===== config.mk =====
export PLATFORM = sky130hd
export DESIGN_NAME = reader_writer_lock_table_core
export DESIGN_NICKNAME = d
export VERILOG_FILES = /design/src/rwlt_pkg.sv /design/src/rwlt_ram.sv /design/src/rwlt_ctrl.sv /design/src/rwlt_dpath.sv /design/src/reader_writer_lock_table_core.sv
export SDC_FILE = /design/constraint.sdc
export NUM_CORES = 1
export LEC_CHECK = 0
export BUFFER_PORTS_ARGS = -buffer_cell sky130_fd_sc_hd__buf_2
export CAP_MARGIN = 10
export CORE_MARGIN = 3
export CORE_UTILIZATION = 45
export DETAILED_ROUTE_END_ITERATION = 8
export PLACE_DENSITY = 0.58
export SLEW_MARGIN = 20
export SYNTH_ARGS = -nofsm -noshare
export SYNTH_HDL_FRONTEND = slang
export SYNTH_HIERARCHICAL = 1
export SYNTH_SLANG_ARGS = --single-unit

===== constraint.sdc =====
create_clock -name clk -period 9.69 [get_ports clk]
set_clock_uncertainty 0.15 [all_clocks]
set_input_delay 1.4535 -clock clk [delete_from_list [all_inputs] [get_ports clk]]
set_output_delay 1.4535 -clock clk [all_outputs]
set_load 0.03 [all_outputs]

===== src/rwlt_pkg.sv =====
package rwlt_pkg;

  localparam int PROC_W  = 16;
  localparam int IDENT_W = 32;
  localparam int TID_W   = 16;
  localparam int CNT_W   = 16;
  localparam int MODE_W  = 2;
  localparam int SLOT_W  = 3;

  localparam logic [PROC_W-1:0] WILDCARD_PROC = '1;
  localparam logic [CNT_W-1:0]  CNT_MAX       = '1;

  // lock_mode bits
  localparam int MODE_EXCL_BIT = 0;
  localparam int MODE_KEEP_BIT = 1;

  typedef enum logic [1:0] {
    OP_ACQUIRE     = 2'd0,
    OP_RETRY       = 2'd1,
    OP_RELEASE     = 2'd2,
    OP_RELEASE_ALL = 2'd3
  } opcode_t;

  typedef enum logic [1:0] {
    STATUS_DONE      = 2'd0,
    STATUS_WAIT      = 2'd1,
    STATUS_FULL      = 2'd2,
    STATUS_NOT_FOUND = 2'd3
  } status_t;

  typedef struct packed {
    opcode_t              opcode;
    logic [PROC_W-1:0]    process_id;
    logic [IDENT_W-1:0]   lock_ident;
    logic [MODE_W-1:0]    lock_mode;
    logic [TID_W-1:0]     requester_tid;
  } rwlt_req_t;

  typedef struct packed {
    status_t              status;
    logic [SLOT_W-1:0]    slot_index;
    logic                 wake_shared;
    logic                 wake_exclusive;
  } rwlt_rsp_t;

  // controller to datapath
  typedef struct packed {
    logic capture;
    logic commit;
  } rwlt_cmd_t;

endpackage


===== src/rwlt_ram.sv =====
module rwlt_ram #(
  parameter int WIDTH = 8,
  parameter int DEPTH = 8
) (
  input  logic                     clk,
  input  logic                     wr_en,
  input  logic [$clog2(DEPTH)-1:0] wr_addr,
  input  logic [WIDTH-1:0]         wr_data,
  input  logic                     rd_en,
  input  logic [$clog2(DEPTH)-1:0] rd_addr,
  output logic [WIDTH-1:0]         rd_data
);

  logic [WIDTH-1:0] mem [DEPTH];

  always_ff @(posedge clk) begin
    if (wr_en) begin
      mem[wr_addr] <= wr_data;
    end
    if (rd_en) begin
      rd_data <= mem[rd_addr];
    end
  end

endmodule


===== src/rwlt_ctrl.sv =====
module rwlt_ctrl import rwlt_pkg::*; (
  input  logic      clk,
  input  logic      rst,
  input  logic      req_valid,
  output logic      req_stall,
  output logic      rsp_valid,
  input  logic      rsp_stall,
  output rwlt_cmd_t cmd
);

  typedef enum logic {
    S_IDLE,
    S_UPDATE
  } state_t;

  state_t state;

  assign req_stall   = (state != S_IDLE);
  assign cmd.capture = (state == S_IDLE) && req_valid;
  // result register must be free or draining before the update lands
  assign cmd.commit  = (state == S_UPDATE) && (!rsp_valid || !rsp_stall);

  always_ff @(posedge clk) begin
    if (rst) begin
      state     <= S_IDLE;
      rsp_valid <= 1'b0;
    end else begin
      unique case (state)
        S_IDLE: begin
          if (req_valid) begin
            state <= S_UPDATE;
          end
        end
        S_UPDATE: begin
          if (cmd.commit) begin
            state <= S_IDLE;
          end
        end
        default: begin
          state <= S_IDLE;
        end
      endcase
      if (cmd.commit) begin
        rsp_valid <= 1'b1;
      end else if (!rsp_stall) begin
        rsp_valid <= 1'b0;
      end
    end
  end

  a_empty_out_commits: assert property (@(posedge clk) disable iff (rst)
    (state == S_UPDATE && !rsp_valid) |=> rsp_valid)
    else $error("update with empty result register did not produce a word");

  a_commit_frees_input: assert property (@(posedge clk) disable iff (rst)
    cmd.commit |=> (rsp_valid && !req_stall))
    else $error("commit did not present a word and reopen the input");

endmodule


===== src/rwlt_dpath.sv =====
module rwlt_dpath import rwlt_pkg::*; #(
  parameter int TABLE_ENTRIES = 8
) (
  input  logic      clk,
  input  logic      rst,
  input  rwlt_cmd_t cmd,
  input  rwlt_req_t req,
  output rwlt_rsp_t rsp
);

  localparam int IW = $clog2(TABLE_ENTRIES);

  typedef struct packed {
    logic [MODE_W-1:0] mode;
    logic [CNT_W-1:0]  readers;
    logic              writer_valid;
    logic [TID_W-1:0]  writer_tid;
    logic [CNT_W-1:0]  waiters;
  } entry_t;

  // key part of the table, compared in parallel
  logic [TABLE_ENTRIES-1:0] used;
  logic [TABLE_ENTRIES-1:0] used_next;
  logic [IDENT_W-1:0]       ident [TABLE_ENTRIES];
  logic [PROC_W-1:0]        owner [TABLE_ENTRIES];

  logic [TABLE_ENTRIES-1:0] hit_vec;
  logic [TABLE_ENTRIES-1:0] owner_vec;
  logic                     found;
  logic                     any_free;
  logic [IW-1:0]            hit_idx;
  logic [IW-1:0]            free_idx;
  logic [IW-1:0]            look_idx;

  rwlt_req_t                req_q;
  logic                     found_q;
  logic                     any_free_q;
  logic [IW-1:0]            idx_q;

  logic [$bits(entry_t)-1:0] ram_rd;
  logic [$bits(entry_t)-1:0] ram_wr;
  logic                      ram_we;

  entry_t    ent;
  logic      locked;
  logic      alloc;
  logic      drop;
  logic      wr_entry;
  rwlt_rsp_t rsp_next;

  // lookup on the incoming word
  always_comb begin
    hit_idx  = '0;
    free_idx = '0;
    found    = 1'b0;
    any_free = 1'b0;
    for (int i = 0; i < TABLE_ENTRIES; i++) begin
      hit_vec[i] = used[i] && (ident[i] == req.lock_ident) &&
                   ((owner[i] == WILDCARD_PROC) || (owner[i] == req.process_id));
    end
    // lowest index wins
    for (int i = TABLE_ENTRIES - 1; i >= 0; i--) begin
      if (hit_vec[i]) begin
        found   = 1'b1;
        hit_idx = IW'(i);
      end
      if (!used[i]) begin
        any_free = 1'b1;
        free_idx = IW'(i);
      end
    end
    look_idx = found ? hit_idx : free_idx;
  end

  always_ff @(posedge clk) begin
    if (cmd.capture) begin
      req_q      <= req;
      found_q    <= found;
      any_free_q <= any_free;
      idx_q      <= look_idx;
    end
  end

  rwlt_ram #(
    .WIDTH ($bits(entry_t)),
    .DEPTH (TABLE_ENTRIES)
  ) u_ram (
    .clk     (clk),
    .wr_en   (ram_we),
    .wr_addr (idx_q),
    .wr_data (ram_wr),
    .rd_en   (cmd.capture),
    .rd_addr (look_idx),
    .rd_data (ram_rd)
  );

  // update of the selected entry
  always_comb begin
    ent      = found_q ? entry_t'(ram_rd) : '0;
    locked   = 1'b0;
    alloc    = 1'b0;
    drop     = 1'b0;
    wr_entry = 1'b0;
    rsp_next = '{status: STATUS_DONE, slot_index: '0, wake_shared: 1'b0,
                 wake_exclusive: 1'b0};
    case (req_q.opcode) inside
      OP_ACQUIRE, OP_RETRY: begin
        if (!found_q && !any_free_q) begin
          rsp_next.status = STATUS_FULL;
        end else begin
          alloc               = !found_q;
          wr_entry            = 1'b1;
          rsp_next.slot_index = SLOT_W'(idx_q);
          if (req_q.opcode == OP_RETRY && ent.waiters != '0) begin
            ent.waiters = ent.waiters - CNT_W'(1);
          end
          locked = req_q.lock_mode[MODE_EXCL_BIT] ?
                   (ent.readers != '0 || ent.writer_valid) : ent.writer_valid;
          if (locked) begin
            rsp_next.status = STATUS_WAIT;
            if (ent.waiters != CNT_MAX) begin
              ent.waiters = ent.waiters + CNT_W'(1);
            end
          end else begin
            ent.mode = req_q.lock_mode;
            if (req_q.lock_mode[MODE_EXCL_BIT]) begin
              ent.writer_valid = 1'b1;
              ent.writer_tid   = req_q.requester_tid;
            end else if (ent.readers != CNT_MAX) begin
              ent.readers = ent.readers + CNT_W'(1);
            end
          end
        end
      end
      OP_RELEASE: begin
        if (!found_q) begin
          rsp_next.status = STATUS_NOT_FOUND;
        end else begin
          wr_entry            = 1'b1;
          rsp_next.slot_index = SLOT_W'(idx_q);
          if (ent.mode[MODE_EXCL_BIT]) begin
            ent.writer_valid = 1'b0;
          end else if (ent.readers != '0) begin
            ent.readers = ent.readers - CNT_W'(1);
          end
          if (ent.waiters != '0) begin
            rsp_next.wake_shared    = 1'b1;
            rsp_next.wake_exclusive = (ent.readers == '0);
          end else if (ent.readers == '0 && !ent.mode[MODE_KEEP_BIT]) begin
            drop = 1'b1;
          end
        end
      end
      default: begin
        // release all: only the used bits change
      end
    endcase
  end

  assign ram_we = cmd.commit && wr_entry;
  assign ram_wr = ent;

  always_comb begin
    for (int i = 0; i < TABLE_ENTRIES; i++) begin
      owner_vec[i] = (owner[i] == req_q.process_id);
    end
    used_next = used;
    if (alloc) begin
      used_next[idx_q] = 1'b1;
    end
    if (drop) begin
      used_next[idx_q] = 1'b0;
    end
    if (req_q.opcode == OP_RELEASE_ALL) begin
      used_next = used & ~owner_vec;
    end
  end

  always_ff @(posedge clk) begin
    if (rst) begin
      used <= '0;
    end else if (cmd.commit) begin
      used <= used_next;
    end
  end

  always_ff @(posedge clk) begin
    if (cmd.commit && alloc) begin
      ident[idx_q] <= req_q.lock_ident;
      owner[idx_q] <= req_q.process_id;
    end
    if (cmd.commit) begin
      rsp <= rsp_next;
    end
  end

  a_alloc_marks_used: assert property (@(posedge clk) disable iff (rst)
    (cmd.commit && alloc) |=> used[$past(idx_q)])
    else $error("allocated entry not marked used");

  a_release_all_clears: assert property (@(posedge clk) disable iff (rst)
    (cmd.commit && req_q.opcode == OP_RELEASE_ALL) |=> ((used & owner_vec) == '0))
    else $error("release all left an entry of the process in use");

endmodule


===== src/reader_writer_lock_table_core.sv =====
// flow: the lookup (parallel ident compare and entry read) is registered when
//   a request word is taken; the update state, held while a full response
//   register stalls, then writes table and response; no new request until that
// reset: synchronous active-high rst marks every table entry free and empties
//   the response register; entry contents are left as they are
module reader_writer_lock_table_core import rwlt_pkg::*; #(
  parameter int TABLE_ENTRIES = 8
) (
  input  logic      clk,
  input  logic      rst,
  // request channel
  input  logic      req_valid,
  output logic      req_stall,
  input  rwlt_req_t req,
  // response channel
  output logic      rsp_valid,
  input  logic      rsp_stall,
  output rwlt_rsp_t rsp
);

  // capture: request word taken and lookup registered
  // commit: table update and response word written
  rwlt_cmd_t cmd;

  // controller: idle / update sequencing and the response valid flag
  rwlt_ctrl u_ctrl (
    .clk       (clk),
    .rst       (rst),
    .req_valid (req_valid),
    .req_stall (req_stall),
    .rsp_valid (rsp_valid),
    .rsp_stall (rsp_stall),
    .cmd       (cmd)
  );

  // datapath: key flops with parallel match, counter ram, update logic and
  // the response register
  rwlt_dpath #(
    .TABLE_ENTRIES (TABLE_ENTRIES)
  ) u_dpath (
    .clk (clk),
    .rst (rst),
    .cmd (cmd),
    .req (req),
    .rsp (rsp)
  );

endmodule


==> results.py <==
metrics = {
    "sta": {
        "slew_headroom_pct": 28.28,
        "hold_ws_ps": 361.3,
        "grt_setup_unrepaired": "false",
        "hold_viol": 0,
        "finalSetupViolations": 0,
        "period_needed_ps": 5735,
        "min_period_over_period_pct": 59.19,
        "tns_ps": 0,
        "worst_slew_pin_slew_ps": 1066,
        "fmax_mhz": 174.4,
        "maxSlewViolCount": 0,
    },
    "setup_path": {
        "crit_buf_inv": 2,
        "crit_required_ps": 9920,
        "cp-start-kind": "input port",
        "crit_type": "in2reg",
        "rr_endpoint": "u_dpath/u_ram/mem[0][3]",
        "cp_max_fo": 46,
        "r2r-start": "u_dpath/u_ram/rd_data[5]",
        "cp_cell_sequence": "buf_2 > xnor2_1 > nand4_1 > nor4_1 > nand4_1 > o31ai_1 > or2_2 > nor2_1 > nor2_4 > buf_4 > mux4_2 > mux2_2",
        "crit_top_cell": "nand4_1",
        "cp_top_family": "simple AND/OR/NAND/NOR gates",
        "cp_data_arrival_time_ps": 5960,
        "worst-r2r-cell-count": 12,
        "cpPeakStageDelay_ps": 730,
        "critPathCaptureType": "register",
        "r2r_slack_ps": 4520,
        "cp_slowest_cell": "buf_4",
    },
    "power": {
        "p_per_area_mw_per_mm2": 190.9,
        "p_leak_uw": 0.01175,
        "max-vdd-ir-drop_mv": 0.2011,
    },
    "clock_network": {
        "cts_tree": "built",
        "cts_setup_buffers": 0,
        "clk_transition_reported_paths_ps": 60,
        "cts-root-buf": "clkbuf_16",
        "h-tree-depth": 3,
        "cts_max_path_buffers": 3,
        "cts_resized": 0,
        "ctsHoldBuffers": 0,
        "clock_sinks": 773,
        "clock_latency_ps": 640,
        "cts_made_buffers": 83,
    },
    "floorplanning": {
        "rows": 101,
        "ioPinCount": 81,
        "die_x_um": 283.7,
        "core_sq_mm": 0.07620,
        "die_h_um": 283.7,
        "die-area_sq_mm": 0.08049,
        "start_util_pct": 45.54,
    },
    "logic_synthesis": {
        "yosysWarnings": 6,
        "avgSynthCellArea_sq_um": 15.39,
        "netlist_area_sq_mm": 0.03471,
        "synthCells": 2255,
        "synth_fp_nets": 2332,
    },
    "layout": {
        "fin_nets": 2388,
        "area_delta_synth_final_pct": 12.39,
        "nFillCells": 6358,
        "drive_gt1_share_pct": 15.69,
    },
    "detailed_routing": {
        "ant_nets": 0,
        "vias_per_cell": 5.756,
        "vias": 19634,
        "wl_um": 88310,
        "drt_iter0_drc": 1628,
        "drc": 0,
        "wire_per_inst_um": 25.89,
        "firstDrtPassIters": 7,
    },
    "placement": {
        "dp_hpwl_um": 53870,
        "gp_congestion": 0.8919,
        "io_buffers": 64,
    },
    "global_routing": {
        "grt_max_degree": 66,
        "grt_pass1_wl_um": 131200,
        "grt_pass1_vias": 19885,
        "grt_use_total_pct": 21.78,
        "overflow": 0,
        "antenna_found_initial": 7,
    },
    "min_path": {
        "hp-class": "reg2reg",
        "whs_endpoint": "u_ctrl/req_stall",
        "worstHoldStart": "u_ctrl/rsp_valid",
        "hold_depth": 2,
    },
    "status": {
        "outcome": "complete, no violations",
    },
    "job": {
        "cap_viol_max_count": 0,
    },
}
==> registers in the layout (all words and copies together) (netlist names) <==
name,count
u_dpath/rsp,7
u_ctrl/rsp_valid,1
u_dpath/any_free_q,1
u_dpath/req_q,52
u_dpath/used,8
u_dpath/u_ram/mem,280
u_dpath/ident,256
u_dpath/owner,128
u_dpath/idx_q,3
u_ctrl/req_stall,1
u_dpath/u_ram/rd_data,35
u_dpath/found_q,1
==> report_power, final <==
group          internal [uW]  switching (uW)  leakage (uW)  total [uW]
registers               3730            66.0       0.00705        3790
clock network           1950            1320       0.00137        3270
logic                    142             247       0.00332         389
==> per-layer routing <==
layer | wire length [um] | track usage [%]
met1 | 39520 | 31.03
met2 | 42330 | 35.48
met3 | 4457 | 3.181
met4 | 1979 | 5.326
met5 | 26 | 0
==> worst reg2reg max path, cell delays in order (launching register included) <==
cell and delay, ps:
edfxtp_1 600, or4_1 700, o31ai_2 460, a21oi_1 260
xnor2_1 300, ha_1 280, o21ai_0 220, nor4b_4 460
a31oi_1 150, buf_4 230, and2_1 230, xnor2_1 140
o21ai_0 670
==> cell type report <==
class	instances	area, sq um	area share, %
Multi-Input combinational cell	1339	11110	28.49
Timing Repair Buffer	103	625.6	1.604
Inverter	11	43.79	0.1123
Clock buffer	98	2155	5.523
Sequential cell	773	23110	59.25
Clock inverter	54	663.1	1.700
Antenna cell	3	7.507	0.01925
Tap cell	1030	1289	3.304
==> stage by stage <==
stage	area [sq um]	setup WS, ps	instances	total power, uW	util [%]
2_1_floorplan	34710	2836	2255	4099	-
3_3_place_gp	36150	3335	3255	4241	47.45
3_5_place_dp	36150	3299	3255	4249	47.45
4_1_cts	38970	3962	3407	7525	51.14
5_1_grt	39000	3819	3408	7695	51.18
6_report	39010	3955	3411	7447	51.19
==> cell usage in the layout (no fill, tap or decap), types with 12 or more instances in the layout <==
cell,count
a21oi_1,18
and2_1,23
buf_2,64
buf_4,38
bufinv_16,13
clkbuf_1,14
clkbuf_16,84
clkinv_1,18
clkinv_2,14
edfxtp_1,763
mux2_2,37
mux4_2,70
nand2_1,61
nand2b_1,12
nand3_1,28
nand3b_1,12
nand4_1,146
nor2_1,45
nor2_4,13
nor3_1,40
nor4_1,63
o21ai_0,49
or3_1,12
xnor2_1,441
xor2_1,102
==> how the worst max path moves through the flow <==
stage / end / startpoint / depth (start not counted) / slack, ps
after detailed placement: u_dpath/u_ram/rd_data[8] / req[27] / 12 / 3300
final: u_dpath/u_ram/rd_data[10] / req[27] / 12 / 3950
after global placement: u_dpath/u_ram/rd_data[10] / req[27] / 12 / 3340
after CTS: u_dpath/u_ram/rd_data[8] / req[27] / 12 / 3960
after floorplan: u_dpath/used[1] / rsp_stall / 6 / 2840
after global routing: u_dpath/u_ram/rd_data[8] / req[27] / 12 / 3820
(Power assumes the default switching activity.)
